### src/design/sequence_sorted_priority_queue_defines.svh
// Assertion macros for the sorted priority queue.
`ifndef SEQUENCE_SORTED_PRIORITY_QUEUE_DEFINES_SVH
`define SEQUENCE_SORTED_PRIORITY_QUEUE_DEFINES_SVH
`ifndef NO_ASSERTIONS
// Same-cycle implication, checked outside reset.
`define SSPQ_ASSERT_NOW(label, clk, rst_n, ante, cons, msg) \
	label: assert property (@(posedge clk) disable iff (!rst_n) (ante) |-> (cons)) \
		else $error(msg);
// Next-cycle implication, checked outside reset.
`define SSPQ_ASSERT_NEXT(label, clk, rst_n, ante, cons, msg) \
	label: assert property (@(posedge clk) disable iff (!rst_n) (ante) |=> (cons)) \
		else $error(msg);
`else
`define SSPQ_ASSERT_NOW(label, clk, rst_n, ante, cons, msg)
`define SSPQ_ASSERT_NEXT(label, clk, rst_n, ante, cons, msg)
`endif
`endif

### src/design/sspq_pkg.sv
// Types and constants shared by the sorted priority queue files.
package sspq_pkg;

	localparam int SSPQ_CAPACITY = 16;
	localparam int SSPQ_KEY_BITS = 32;
	localparam int SSPQ_TAG_BITS = 16;
	localparam int SSPQ_CNT_BITS = $clog2(SSPQ_CAPACITY + 1);

	typedef enum logic [0:0] {
		CMD_INSERT = 1'b0,
		CMD_POP    = 1'b1
	} cmd_t;

	typedef enum logic [2:0] {
		ST_INSERTED  = 3'd0,
		ST_DUPLICATE = 3'd1,
		ST_FULL      = 3'd2,
		ST_POPPED    = 3'd3,
		ST_POP_EMPTY = 3'd4
	} status_t;

	typedef struct packed {
		cmd_t                     cmd;
		logic [SSPQ_KEY_BITS-1:0] seq_key;
		logic [SSPQ_TAG_BITS-1:0] packet_tag;
	} in_item_t;

	typedef struct packed {
		status_t                  status;
		logic                     is_empty;
		logic [SSPQ_KEY_BITS-1:0] head_seq;
		logic [SSPQ_TAG_BITS-1:0] head_tag;
		logic [SSPQ_CNT_BITS-1:0] occupancy;
	} out_item_t;

	typedef struct packed {
		logic [SSPQ_KEY_BITS-1:0] key;
		logic [SSPQ_TAG_BITS-1:0] tag;
	} entry_t;

	// Operation broadcast to every cell of the chain
	typedef struct packed {
		logic                     ins;
		logic                     pop;
		logic [SSPQ_KEY_BITS-1:0] key;
		logic [SSPQ_TAG_BITS-1:0] tag;
	} op_t;

endpackage

### src/design/sequence_sorted_priority_queue.sv
// Top level of the sorted priority queue: input stage, cell chain, result register.
//
//  channel | direction | handshake                  | payload
//  item    | in        | item_valid / item_stall     | item   (cmd, seq_key, packet_tag)
//  result  | out       | result_valid / result_stall | result (status, is_empty, head,
//          |           |                            |         occupancy)
//
// One item per cycle sustained while the result is not stalled: every cell compares
// its key with the new key at once and shifts by one place, so an operation completes
// in the cycle it leaves the input stage. After the item transfer the item is held in
// the input stage, then its result in the result register.
// Reset empties the queue (cell valid bits and count); entry contents stay undefined.
// A stalled result holds the chain; one further item waits in the input stage.
`include "sequence_sorted_priority_queue_defines.svh"

module sequence_sorted_priority_queue (
	input  logic                clk,
	input  logic                arst_n,
	input  logic                item_valid,
	output logic                item_stall,
	input  sspq_pkg::in_item_t  item,
	output logic                result_valid,
	input  logic                result_stall,
	output sspq_pkg::out_item_t result
);
	import sspq_pkg::*;

	localparam int CAP = SSPQ_CAPACITY;

	in_item_t                 item_s1;
	logic                     item_vld_s1;
	out_item_t                result_q;
	logic                     result_valid_q;
	logic [SSPQ_CNT_BITS-1:0] count_q;
	logic [SSPQ_CNT_BITS-1:0] count_d;

	entry_t         cell_entry [CAP];
	logic [CAP-1:0] cell_valid;
	logic [CAP-1:0] cell_lt;
	logic [CAP-1:0] cell_eq;

	op_t     op;
	logic    adv;
	logic    fire;
	logic    dup;
	logic    full;
	logic    empty;
	logic    is_ins;
	status_t status_d;
	entry_t  head_d;

	assign adv        = !result_valid_q || !result_stall;
	assign fire       = adv && item_vld_s1;
	assign item_stall = item_vld_s1 && !adv;

	assign dup    = |cell_eq;
	assign full   = (count_q == SSPQ_CNT_BITS'(CAP));
	assign empty  = (count_q == '0);
	assign is_ins = (item_s1.cmd == CMD_INSERT);

	assign op.ins = fire && is_ins && !dup && !full;
	assign op.pop = fire && !is_ins && !empty;
	assign op.key = item_s1.seq_key;
	assign op.tag = item_s1.packet_tag;

	genvar gi;
	generate
		for (gi = 0; gi < CAP; gi++) begin : g_cell
			entry_t l_entry;
			logic   l_valid;
			logic   l_lt;
			entry_t r_entry;
			logic   r_valid;
			if (gi == 0) begin : g_first
				assign l_entry = '0;
				assign l_valid = 1'b0;
				assign l_lt    = 1'b1;
			end else begin : g_mid_l
				assign l_entry = cell_entry[gi-1];
				assign l_valid = cell_valid[gi-1];
				assign l_lt    = cell_lt[gi-1];
			end
			if (gi == CAP - 1) begin : g_last
				assign r_entry = '0;
				assign r_valid = 1'b0;
			end else begin : g_mid_r
				assign r_entry = cell_entry[gi+1];
				assign r_valid = cell_valid[gi+1];
			end
			sspq_cell u_cell (
				.clk         (clk),
				.arst_n      (arst_n),
				.op          (op),
				.left_entry  (l_entry),
				.left_valid  (l_valid),
				.left_lt     (l_lt),
				.right_entry (r_entry),
				.right_valid (r_valid),
				.entry       (cell_entry[gi]),
				.valid       (cell_valid[gi]),
				.lt          (cell_lt[gi]),
				.eq          (cell_eq[gi])
			);
		end
	endgenerate

	always_comb begin
		count_d = count_q;
		if (op.ins) begin
			count_d = count_q + 1'b1;
		end else if (op.pop) begin
			count_d = count_q - 1'b1;
		end

		if (is_ins) begin
			status_d = dup ? ST_DUPLICATE : (full ? ST_FULL : ST_INSERTED);
		end else begin
			status_d = empty ? ST_POP_EMPTY : ST_POPPED;
		end

		// head after the step: new key if it lands in front, next entry on pop
		if (op.ins && !cell_lt[0]) begin
			head_d = '{key: op.key, tag: op.tag};
		end else if (op.pop) begin
			head_d = cell_entry[1];
		end else begin
			head_d = cell_entry[0];
		end
		if (count_d == '0) begin
			head_d = '0;
		end
	end

	always_ff @(posedge clk or negedge arst_n) begin
		if (!arst_n) begin
			item_vld_s1    <= 1'b0;
			result_valid_q <= 1'b0;
			count_q        <= '0;
		end else begin
			if (!item_stall) begin
				item_vld_s1 <= item_valid;
			end
			if (adv) begin
				result_valid_q <= item_vld_s1;
			end
			count_q <= count_d;
		end
	end

	always_ff @(posedge clk) begin
		if (item_valid && !item_stall) begin
			item_s1 <= item;
		end
		if (fire) begin
			result_q.status    <= status_d;
			result_q.is_empty  <= (count_d == '0);
			result_q.head_seq  <= head_d.key;
			result_q.head_tag  <= head_d.tag;
			result_q.occupancy <= count_d;
		end
	end

	assign result_valid = result_valid_q;
	assign result       = result_q;

	`SSPQ_ASSERT_NOW(a_occ_bound, clk, arst_n, result_valid, result.occupancy <= SSPQ_CNT_BITS'(CAP), "occupancy above capacity")
	`SSPQ_ASSERT_NOW(a_empty_flag, clk, arst_n, result_valid, result.is_empty == (result.occupancy == '0), "empty flag disagrees with occupancy")
	`SSPQ_ASSERT_NOW(a_chain_valid, clk, arst_n, 1'b1, cell_valid[0] == !empty, "head cell valid disagrees with count")
	`SSPQ_ASSERT_NEXT(a_pop_count, clk, arst_n, op.pop, count_q == $past(count_q) - 1'b1, "pop did not lower count")

endmodule

### src/design/sspq_cell.sv
// One slot of the sorted chain: holds an entry and shifts toward either neighbor.
module sspq_cell (
	input  logic            clk,
	input  logic            arst_n,
	input  sspq_pkg::op_t    op,
	input  sspq_pkg::entry_t left_entry,
	input  logic            left_valid,
	input  logic            left_lt,
	input  sspq_pkg::entry_t right_entry,
	input  logic            right_valid,
	output sspq_pkg::entry_t entry,
	output logic            valid,
	output logic            lt,
	output logic            eq
);
	import sspq_pkg::*;

	entry_t entry_q;
	logic   valid_q;
	entry_t entry_d;
	logic   valid_d;

	assign lt = valid_q && (entry_q.key < op.key);
	assign eq = valid_q && (entry_q.key == op.key);
	assign entry = entry_q;
	assign valid = valid_q;

	always_comb begin
		entry_d = entry_q;
		valid_d = valid_q;
		if (op.ins && !lt) begin
			// first cell not below the key takes the new entry, the rest move right
			if (left_lt) begin
				entry_d = '{key: op.key, tag: op.tag};
				valid_d = 1'b1;
			end else begin
				entry_d = left_entry;
				valid_d = left_valid;
			end
		end else if (op.pop) begin
			entry_d = right_entry;
			valid_d = right_valid;
		end
	end

	always_ff @(posedge clk or negedge arst_n) begin
		if (!arst_n) begin
			valid_q <= 1'b0;
		end else begin
			valid_q <= valid_d;
		end
	end

	always_ff @(posedge clk) begin
		entry_q <= entry_d;
	end

endmodule
### config.mk
export PLATFORM = sky130hd
export DESIGN_NAME = sequence_sorted_priority_queue
export DESIGN_NICKNAME = d
export VERILOG_FILES = /design/src/design/sspq_pkg.sv /design/src/design/sequence_sorted_priority_queue.sv /design/src/design/sspq_cell.sv
export VERILOG_INCLUDE_DIRS = /design/src /design/src/design
export SDC_FILE = /design/constraint.sdc
export NUM_CORES = 2
export LEC_CHECK = 0
export ABC_CLOCK_PERIOD_IN_PS = 15100
export BUFFER_PORTS_ARGS = -buffer_cell sky130_fd_sc_hd__clkbuf_2
export CORE_MARGIN = 8
export CORE_UTILIZATION = 42
export DETAILED_ROUTE_END_ITERATION = 10
export SETUP_SLACK_MARGIN = 0.15
export SYNTH_ARGS = -nofsm -noshare
export SYNTH_HDL_FRONTEND = slang
export SYNTH_SLANG_ARGS = --single-unit
### constraint.sdc
create_clock -name clk -period 15.1 [get_ports clk]
set_clock_uncertainty 0.15 [all_clocks]
set_input_delay 3.02 -clock clk [delete_from_list [all_inputs] [get_ports clk]]
set_output_delay 3.02 -clock clk [all_outputs]
set_load 0.1 [all_outputs]
==> qor.txt <==
========================================================================================
Post-CTS setup repair buffer count                                                     0
Min Hold Slack                                                                  0.344 ns
Drt drc                                                                                0
Fill count                                                                         12100
Mapped Cells                                                                        5123
Adder-cell share of the synthesized area                                           0.118
Post-synthesis mux area share                                                      0.137
Placed Cells                                                                        6733
Worst Tran Pin Value                                                             1.39 ns
Global route total overflow                                                            0
Overall track demand over capacity in global routing                               0.254
Die Span X                                                                        376 um
Seq/Total Area, Yosys                                                              0.483
Kind of launch point of the worst setup path                                        flop
GPL Wtd Cong                                                                       0.970
R2R Setup Slk                                                                    8.02 ns
Ranking of synthesized cells by area                                        edfxtp_1, mux2i_1, ha_1
Height of the die                                                                 376 um
# hold bufs at CTS                                                                     0
Post-route minimum period                                                        7.08 ns
Top cell type's share of synthesized area                                          0.454
Clock net sink count                                                                 897
I/O pin count                                                                        112
Launch point of the worst reg-to-reg path                                   item_s1[38]$_DFFE_PP_
Layout-stage area growth over the synthesis result                                 10.5%
Post-cts resize count                                                                  0
Number of distinct standard cells referenced by the synthesized netlist               63
Startpoint of the worst hold path                                           item_vld_s1$_DFFE_PN0N_
Post-synthesis average cell area                                              10.7 sq um
Synthesized-area fraction occupied by ao, oa, aoi and oai cells                    0.127
Bufs on Longest Clock Path                                                             3
Core Area                                                                    0.129 sq mm
Remaining max-slew budget at the tightest pin                                     0.0630
Share of layout cells above drive strength 1                                      0.0758
Summed negative setup slack over all endpoints                                      0 ns
Arr. time, crit path                                                             7.27 ns
Net count after synthesis                                                           5690
IO buf count                                                                         111
FF-to-FF path depth                                                                   12
Endpoint of the worst hold path                                             result_valid$_DFFE_PN0N_
Outcome                                                                     finished clean
Setup-violating endpoint count in the final report                                     0
Power density normalized to cell area                                        169 mW/mm^2
Static Leak                                                                      27.3 nW
Via count                                                                          41672
Root cell of the clock tree                                                    clkbuf_16
Ys async rst share                                                                0.0256
Drt total wl                                                                   185000 um
Antenna violations before repair                                                       1
Via count normalized by instance count                                              6.01
Capturing point of the worst reg2reg path                                   g_cell[6].u_cell.entry[24]$_DFFE_PP_
Via count of the first global-routing pass                                         40749
Number of clock buffers inserted by TritonCTS                                        105
Maximum number of pins on one net before global-route repair                          83
Main flop type after synthesis                                                  edfxtp_1
Final number of max-transition violations                                              0
Post-synthesis share of cell area spent on and, or, nand and nor gates             0.103
Number of nets in the final layout                                                  5665
Clock transition at the registers of the reported paths                          0.06 ns
Filler-free cell count of the finished design                                       6931
Number of enable-type register cells in the synthesized netlist                      826
Total number of placement rows                                                       132
Final count of hold timing violations                                                  0
PnR Total Power                                                                 0.0102 W
Largest area contributor in the netlist                                         edfxtp_1
CTS tree                                                                            done
Global-route wire length before repair                                         274000 um
Warnings, synthesis                                                                    0
Final core occ                                                                     0.466
Largest fanout of any net on the critical path                                        49
Average routed wire per standard cell                                            26.7 um
Total number of H-tree levels                                                          3
Top post-synthesis cells by count                                           a21oi_1, edfxtp_1, nor2_1, mux2i_1, ha_1
Number of storage elements in the synthesis netlist                                  897
Worst hold path cell count                                                             1
Max Freq                                                                         141 MHz
Clock network latency to the later pin of the worst-skew pair                    0.78 ns
Number of antenna-violating nets in the routed design                                  0
RSZ-0062 raised after global routing                                                  no
Fraction of synthesized cell area in xor and xnor cells                         0.000160
Top-count cell post-synth                                                        a21oi_1
Combined area of all synthesized cells                                      0.0546 sq mm
Kind of capture point of the worst setup path                                       flop
Type of the most critical hold path                                              reg2reg
Required time worst endpoint                                                    15.30 ns
Combinational family with the most area after synthesis                     multiplexers
Peak ir drop on the vdd network                                               0.000105 V
Portion of the clock cycle consumed by the worst path in the final layout          0.469
Starting DRT DRC Count                                                              4414
Effective utilization at floorplan                                                 0.422
Die area                                                                     0.142 sq mm
Maximum Capacitance Violations                                                         0
Detailed placer's ending HPWL                                                  124000 um
Total iterations of the first detailed-routing run                                     5
WS Path Type                                                                     reg2reg
========================================================================================
## worst max path at each step
stage | from | end | slack (ns) | cells past startpoint
4_1_cts | result_stall | item_stall | 8.14 | 4
5_1_grt | item_s1[17]$_DFFE_PP_ | g_cell[6].u_cell.entry[29]$_DFFE_PP_ | 7.98 | 12
3_3_place_gp | result_stall | g_cell[6].u_cell.entry[19]$_DFFE_PP_ | 7.69 | 10
3_5_place_dp | result_stall | g_cell[6].u_cell.entry[19]$_DFFE_PP_ | 7.64 | 10
6_report | item_s1[38]$_DFFE_PP_ | g_cell[6].u_cell.entry[24]$_DFFE_PP_ | 8.02 | 12
2_1_floorplan | result_stall | g_cell[13].u_cell.entry[0]$_DFFE_PP_ | 4.21 | 6
## final cells by class
| cell class | instances | area [sq um] | share of cell area |
|---|---|---|---|
| multi-input combinational | 3796 | 26900 | 0.445 |
| sequential | 897 | 26300 | 0.437 |
| tap | 1742 | 2180 | 0.0361 |
| clock inverter | 51 | 546 | 0.00904 |
| antenna | 1 | 2.50 | 0.0000415 |
| inverter | 116 | 435 | 0.00722 |
| timing repair buffer | 182 | 1090 | 0.0180 |
| clock buffer | 146 | 2870 | 0.0476 |
## cells in the final DEF, fill, tap and decap left out, types with 105 or more instances in the layout
cell / count
a21oi_1: 860
edfxtp_1: 826
nor2_1: 787
mux2i_1: 749
ha_1: 514
nand2_1: 204
a21o_1: 148
nand4_1: 122
inv_1: 116
clkbuf_2: 111
clkbuf_16: 105
## sequential cells by signal, summed over array words and instances (netlist names)
name                 count
g_cell.u_cell.entry    768
count_q                  5
g_cell.u_cell.valid     16
result                  57
item_s1                 49
item_vld_s1              1
result_valid             1
## where the power goes
group	internal, W	switching, W	leakage (nW)
registers	0.00352	0.000542	8.53
logic	0.00122	0.00236	17.1
clock network	0.00146	0.00112	1.67
## through the flow
stage | worst slack, ns | instance area, sq um
after floorplan | 4.21 | 54600
after global placement | 7.69 | 56900
after detailed placement | 7.64 | 56900
after CTS | 8.14 | 60300
after global routing | 7.98 | 60300
final | 8.02 | 60300
## layer usage
metal  vias to the layer above  share of wire  GRT usage
li1                      18967              -          -
met1                     20578           0.44      0.350
met2                      1792           0.45      0.403
met3                       335          0.073     0.0391
met4                         0          0.041     0.0947
met5                         -              0          0
## critical path: stages, from the launching register on
cell and delay, ns:
edfxtp_1 0.95, inv_1 0.72, ha_1 0.54, nand4_1 0.13, nor4_1 0.09, nand3_1 0.17, o2111ai_1 0.19, nor4_4 0.81
and2_2 0.26, buf_4 0.41, buf_4 0.59, o21a_4 0.64, nand2b_4 0.92
## kinds of logic (layout without fill, tap and decap cells)
family,count (synthesis),count (layout)
AOI/OAI and AO/OA,1229,1229
xor gates and xnor gates,1,1
adders and majority gates,514,514
buffers and inverters,430,495
DFF,897,897
muxes,749,749
other,0,1
and+or+nand+nor,1303,1303
(Power assumes the default switching activity.)
